<file path="src/hw/rtl/cmrlm_pkg.sv">
// ----------------------------------------------------------------------------
// cmrlm_pkg
// Shared types and constants of the channel mix and RMS level meter.
// ----------------------------------------------------------------------------
package cmrlm_pkg;

  localparam int SAMPLE_W = 24;
  localparam int VALUE_W  = 27;
  localparam int LEVEL_W  = 16;
  localparam int SQ_W     = 47;
  localparam int CHOUT_W  = 3;
  localparam int CCNT_W   = 4;
  localparam int FRCNT_W  = 13;
  localparam int CFG_W    = 13;

  // configuration register indexes
  localparam logic CFG_CHANNEL_COUNT     = 1'b0;
  localparam logic CFG_FRAMES_PER_BUFFER = 1'b1;

  localparam logic [CCNT_W-1:0]  CHANNEL_COUNT_RST = 4'd2;
  localparam logic [FRCNT_W-1:0] FRAMES_RST        = 13'd256;

  // 20*log10(2) in Q.16, dB offset in Q8.8, ceil(2^21/5)
  localparam logic [18:0]        LOG_SCALE    = 19'd394566;
  localparam logic signed [16:0] LEVEL_OFFSET = 17'sd22179;
  localparam logic [18:0]        RECIP5       = 19'd419431;
  localparam logic signed [19:0] SMOOTH_BIAS  = 20'sd163842;
  localparam logic [16:0]        LEVEL_BIAS   = 17'd32768;
  localparam logic signed [16:0] LEVEL_MIN    = -17'sd32768;

  typedef enum logic [3:0] {
    OP_NONE,
    OP_ACCEPT,
    OP_ACC,
    OP_MIX,
    OP_LREAD,
    OP_DLOAD,
    OP_DSTEP,
    OP_SLOAD,
    OP_SSTEP,
    OP_XLOAD,
    OP_NSTEP,
    OP_LSTEP,
    OP_SCALE,
    OP_SMUL,
    OP_EMIT
  } op_e;

  typedef struct packed {
    op_e op;
  } cmd_t;

  typedef struct packed {
    logic frame_end;
    logic buf_end;
    logic last_chan;
    logic div_done;
    logic sqrt_done;
    logic root_zero;
    logic norm_done;
    logic log_done;
    logic out_free;
  } stat_t;

endpackage

</file>
<file path="src/hw/rtl/cmrlm_ctrl.sv">
// ----------------------------------------------------------------------------
// cmrlm_ctrl
// Sequencer: sample update, frame mix output and the per-channel level sweep.
// ----------------------------------------------------------------------------
module cmrlm_ctrl (
  input  logic             clk_i,
  input  logic             rst_ni,
  input  logic             in_valid_i,
  output logic             in_stall_o,
  input  cmrlm_pkg::stat_t stat_i,
  output cmrlm_pkg::cmd_t  cmd_o
);

  localparam logic [3:0] S_IDLE  = 4'd0;
  localparam logic [3:0] S_ACC   = 4'd1;
  localparam logic [3:0] S_MIX   = 4'd2;
  localparam logic [3:0] S_LREAD = 4'd3;
  localparam logic [3:0] S_DLOAD = 4'd4;
  localparam logic [3:0] S_DIV   = 4'd5;
  localparam logic [3:0] S_SLOAD = 4'd6;
  localparam logic [3:0] S_SQRT  = 4'd7;
  localparam logic [3:0] S_XLOAD = 4'd8;
  localparam logic [3:0] S_NORM  = 4'd9;
  localparam logic [3:0] S_LOG   = 4'd10;
  localparam logic [3:0] S_SCALE = 4'd11;
  localparam logic [3:0] S_SMUL  = 4'd12;
  localparam logic [3:0] S_EMIT  = 4'd13;

  logic [3:0] state_q, state_d;

  always_ff @(posedge clk_i or negedge rst_ni) begin
    if (!rst_ni) begin
      state_q <= S_IDLE;
    end else begin
      state_q <= state_d;
    end
  end

  assign in_stall_o = (state_q != S_IDLE);

  always_comb begin
    state_d   = state_q;
    cmd_o.op  = cmrlm_pkg::OP_NONE;
    unique case (state_q)
      S_IDLE: begin
        if (in_valid_i) begin
          cmd_o.op = cmrlm_pkg::OP_ACCEPT;
          state_d  = S_ACC;
        end
      end
      S_ACC: begin
        cmd_o.op = cmrlm_pkg::OP_ACC;
        state_d  = stat_i.frame_end ? S_MIX : S_IDLE;
      end
      S_MIX: begin
        if (stat_i.out_free) begin
          cmd_o.op = cmrlm_pkg::OP_MIX;
          state_d  = stat_i.buf_end ? S_LREAD : S_IDLE;
        end
      end
      S_LREAD: begin
        cmd_o.op = cmrlm_pkg::OP_LREAD;
        state_d  = S_DLOAD;
      end
      S_DLOAD: begin
        cmd_o.op = cmrlm_pkg::OP_DLOAD;
        state_d  = S_DIV;
      end
      S_DIV: begin
        cmd_o.op = cmrlm_pkg::OP_DSTEP;
        if (stat_i.div_done) state_d = S_SLOAD;
      end
      S_SLOAD: begin
        cmd_o.op = cmrlm_pkg::OP_SLOAD;
        state_d  = S_SQRT;
      end
      S_SQRT: begin
        cmd_o.op = cmrlm_pkg::OP_SSTEP;
        if (stat_i.sqrt_done) state_d = S_XLOAD;
      end
      S_XLOAD: begin
        // silent channel skips the log
        if (stat_i.root_zero) begin
          state_d = S_SCALE;
        end else begin
          cmd_o.op = cmrlm_pkg::OP_XLOAD;
          state_d  = S_NORM;
        end
      end
      S_NORM: begin
        if (stat_i.norm_done) begin
          state_d = S_LOG;
        end else begin
          cmd_o.op = cmrlm_pkg::OP_NSTEP;
        end
      end
      S_LOG: begin
        cmd_o.op = cmrlm_pkg::OP_LSTEP;
        if (stat_i.log_done) state_d = S_SCALE;
      end
      S_SCALE: begin
        cmd_o.op = cmrlm_pkg::OP_SCALE;
        state_d  = S_SMUL;
      end
      S_SMUL: begin
        cmd_o.op = cmrlm_pkg::OP_SMUL;
        state_d  = S_EMIT;
      end
      S_EMIT: begin
        if (stat_i.out_free) begin
          cmd_o.op = cmrlm_pkg::OP_EMIT;
          state_d  = stat_i.last_chan ? S_IDLE : S_LREAD;
        end
      end
      default: begin
        state_d = S_IDLE;
      end
    endcase
  end

endmodule

</file>
<file path="config.mk">
export PLATFORM = sky130hd
export DESIGN_NAME = cmrlm_ctrl
export DESIGN_NICKNAME = d
export VERILOG_FILES = /design/src/hw/rtl/cmrlm_pkg.sv /design/src/hw/rtl/cmrlm_ctrl.sv
export SDC_FILE = /design/constraint.sdc
export NUM_CORES = 1
export LEC_CHECK = 0
export ABC_CLOCK_PERIOD_IN_PS = 3300
export BUFFER_PORTS_ARGS = -buffer_cell sky130_fd_sc_hd__buf_4
export CAP_MARGIN = 20
export CORE_AREA = 2 2 40 42
export CTS_CLUSTER_SIZE = 30
export DETAILED_ROUTE_END_ITERATION = 7
export DIE_AREA = 0 0 42 44
export PLACE_DENSITY_LB_ADDON = 0.3
export SETUP_SLACK_MARGIN = 0.5
export SYNTH_ARGS = -nofsm -noshare
export SYNTH_HDL_FRONTEND = slang
export SYNTH_SLANG_ARGS = --single-unit
</file>
<file path="constraint.sdc">
create_clock -name clk_i -period 3.3 [get_ports clk_i]
set_input_delay 0.66 -clock clk_i [delete_from_list [all_inputs] [get_ports clk_i]]
set_output_delay 0.66 -clock clk_i [all_outputs]
set_load 0.1 [all_outputs]
</file>
==> impl_metrics.csv <==
group,metric,value,unit
outcome,status,"finished clean",
floorplanning,die_h,44,um
finish,fin_util,0.5053,
global_route,grt_pass1_vias,551,
routing,vias_per_cell,5.898,
synthesis,synth_edf_count,0,
sta,layout_setup_ws,0.6646,ns
worst_setup_path,crit_fanout,20,
sta,tightestPinTransition,0.6461,ns
finish,largest_reg_flops,4,
sta,setup-tns-final,0,ns
sta,hold_viol,0,
worst_hold_path,hold_class,"input pin to async pin",
routing,drc,0,
floorplanning,dieArea,1848,sq um
finish,drive_above_1_share,0.3415,
global_route,grt_max_degree,22,
worst_setup_path,cp-start-kind,"flop",
synthesis,ys_seq_area_frac,0.1882,
placed_design,dpl_worst_slack,0.8998,ns
finish,area_delta_synth_final,34.82,%
sta,slew_violations,0,
synthesis,synthFlopType,"dfrtp_1",
synthesis,async_flop_share,1.000,
sta,finalCritPeriodShare,0.7986,
synthesis,ys_ff_latch,4,
worst_setup_path,ff2ff_path_depth,5,
synthesis,syn_nets,81,
worst_setup_path,required,2.64,ns
clock_tree,insertion_delay,0.23,ns
clock_tree,ctsHoldBuffers,0,
synthesis,synth_warnings,0,
worst_setup_path,end_kind,"primary output",
synthesis,ys_types,37,
worst_setup_path,startpoint,"state_q[0]$_DFFE_PN0P_",
clock_tree,cts_made_buffers,3,
clock_tree,cts_setup_buffers,0,
floorplanning,initial_core_util,0.3748,
worst_setup_path,r2r-end,"state_q[1]$_DFFE_PN0P_",
finish,final_nets,96,
floorplanning,ios,17,
global_route,grt_overflow_total,0,
sta,slew_headroom,0.5693,
sta,final-setup-viol-count,0,
worst_setup_path,r2r-start,"state_q[1]$_DFFE_PN0P_",
routing,wl_per_cell,14.47,um
sta,min_period,2.635,ns
worst_setup_path,crit_arrival,1.98,ns
synthesis,syn_inst,69,
worst_setup_path,rrSetupSlack,1.19,ns
sta,rsz0062_at_grt,"false",
synthesis,avgSynthCellArea,7.707,sq um
clock_tree,cts_resized,0,
routing,drtIter0Drc,22,
synthesis,synth_top_area_frac,0.1882,
clock_tree,clk_path_buf_depth,2,
routing,vias,578,
finish,diodes,0,
routing,first_pass_iters,4,
clock_tree,cts.sinks,4,
sta,max_freq,0.3794,GHz
global_route,grt.total_usage,0.1757,
placed_design,io_buffer_count,16,
sta,worst_clock_skew,0.005487,ns
run,cap_violations,0,
clock_tree,htreeDepth,1,
finish,reg_top3,"state_q (4)",
clock_tree,clk_pin_slew,0.04,ns
routing,ant_nets,0,
routing,finalWirelength,1.418,mm
finish,top_register,"state_q",
global_route,antenna_found_initial,0,
clock_tree,ctsRootBufferMaster,"clkbuf_4",
floorplanning,chipWidth,42,um
synthesis,netlist_area,531.8,sq um
floorplanning,fp-row-count,14,
clock_tree,tritoncts,"done",
placed_design,routabilityCongestion,0.7356,
worst_setup_path,path_class,"flop to primary output",
placed_design,dp_hpwl,979.6,um
synthesis,synthTopCellsByArea,"dfrtp_1, mux2i_1, a21oi_1, nor2b_1, nor2_1",
floorplanning,core,1419,sq um
global_route,grt_pass1_wl,2.484,mm
worst_setup_path,setup.worst_path.end,"cmd_o[3]",
synthesis,yosysTopAreaCell,"dfrtp_1",
==> cell families (layout without fill, tap and decap cells) <==
group           after synthesis  count (layout)  synth area share
mux                           5               5            0.1059
compound gates               21              21            0.2989
flops                         4               4            0.1882
buf+inv                      10              23           0.08237
fa+ha+maj                     1               1           0.01882
simple gates                 28              28            0.3059
==> layout make-up <==
type,instances,area (sq um)
Multi-Input combinational cell,55,431.7
Tap cell,16,20.02
Sequential cell,4,100.1
Inverter,2,7.507
Fill cell,135,701.9
Clock buffer,3,22.52
Timing Repair Buffer,18,135.1
==> worst max-delay path, cell delays in order, from the launching register on <==
cell,delay [ns]
dfrtp_1,0.74
nor2_1,0.24
a22o_1,0.27
o31ai_4,0.17
buf_4,0.32
==> how the worst min path moves through the flow <==
stage | start | end | slack (ns) | cells past startpoint
4_1_cts | rst_ni | state_q[3]$_DFFE_PN0P_ | 0.21 | 1
3_3_place_gp | rst_ni | state_q[0]$_DFFE_PN0P_ | 0.46 | 1
2_1_floorplan | rst_ni | state_q[0]$_DFFE_PN0P_ | 0.36 | 0
5_1_grt | rst_ni | state_q[2]$_DFFE_PN0P_ | 0.20 | 1
6_report | rst_ni | state_q[3]$_DFFE_PN0P_ | 0.21 | 1
3_5_place_dp | rst_ni | state_q[0]$_DFFE_PN0P_ | 0.46 | 1
==> cells in the final DEF, fill, tap and decap left out, types with 2 or more instances in the layout <==
| cell type | n |
|---|---|
| nor3b_1 | 2 |
| inv_1 | 2 |
| a21oi_1 | 5 |
| clkbuf_4 | 3 |
| nor2_1 | 6 |
| nor2b_1 | 4 |
| o21ai_0 | 2 |
| buf_4 | 18 |
| mux2i_1 | 3 |
| nand2_1 | 5 |
| dfrtp_1 | 4 |
| nor4bb_1 | 2 |
| nor3_1 | 3 |
==> stage by stage <==
stage               hold slack [ns]  cell area (sq um)  cells
detailed placement           0.4574              694.4     95
floorplan                    0.3644              575.6     69
CTS                          0.2063              716.9     98
global route                 0.2033              716.9     98
global placement             0.4562              694.4     95
finish                       0.2120              716.9     98
==> synth_stat cells, types with 2 or more instances <==
cell / n
o21ai_0: 2
nor3_1: 3
inv_1: 2
dfrtp_1: 4
mux2i_1: 3
nor2_1: 6
nor3b_1: 2
nand2_1: 5
buf_2: 2
clkbuf_1: 5
nor4bb_1: 2
nor2b_1: 4
a21oi_1: 5
==> metal layers <==
| metal | vias to the layer above | part of all wire | GRT usage | wire, um |
|---|---|---|---|---|
| met5 | - | 0 | 0 | 0 |
| met4 | 0 | 0 | 0.07742 | 0 |
| met3 | 0 | 0.031 | 0.01250 | 44 |
| met2 | 12 | 0.52 | 0.2938 | 739 |
| met1 | 275 | 0.45 | 0.2335 | 633 |
| li1 | 291 | - | - | - |
Power is left out: the tool's default activity adds up to more than one toggle a clock period on the data nets, which glitch-free logic cannot reach.
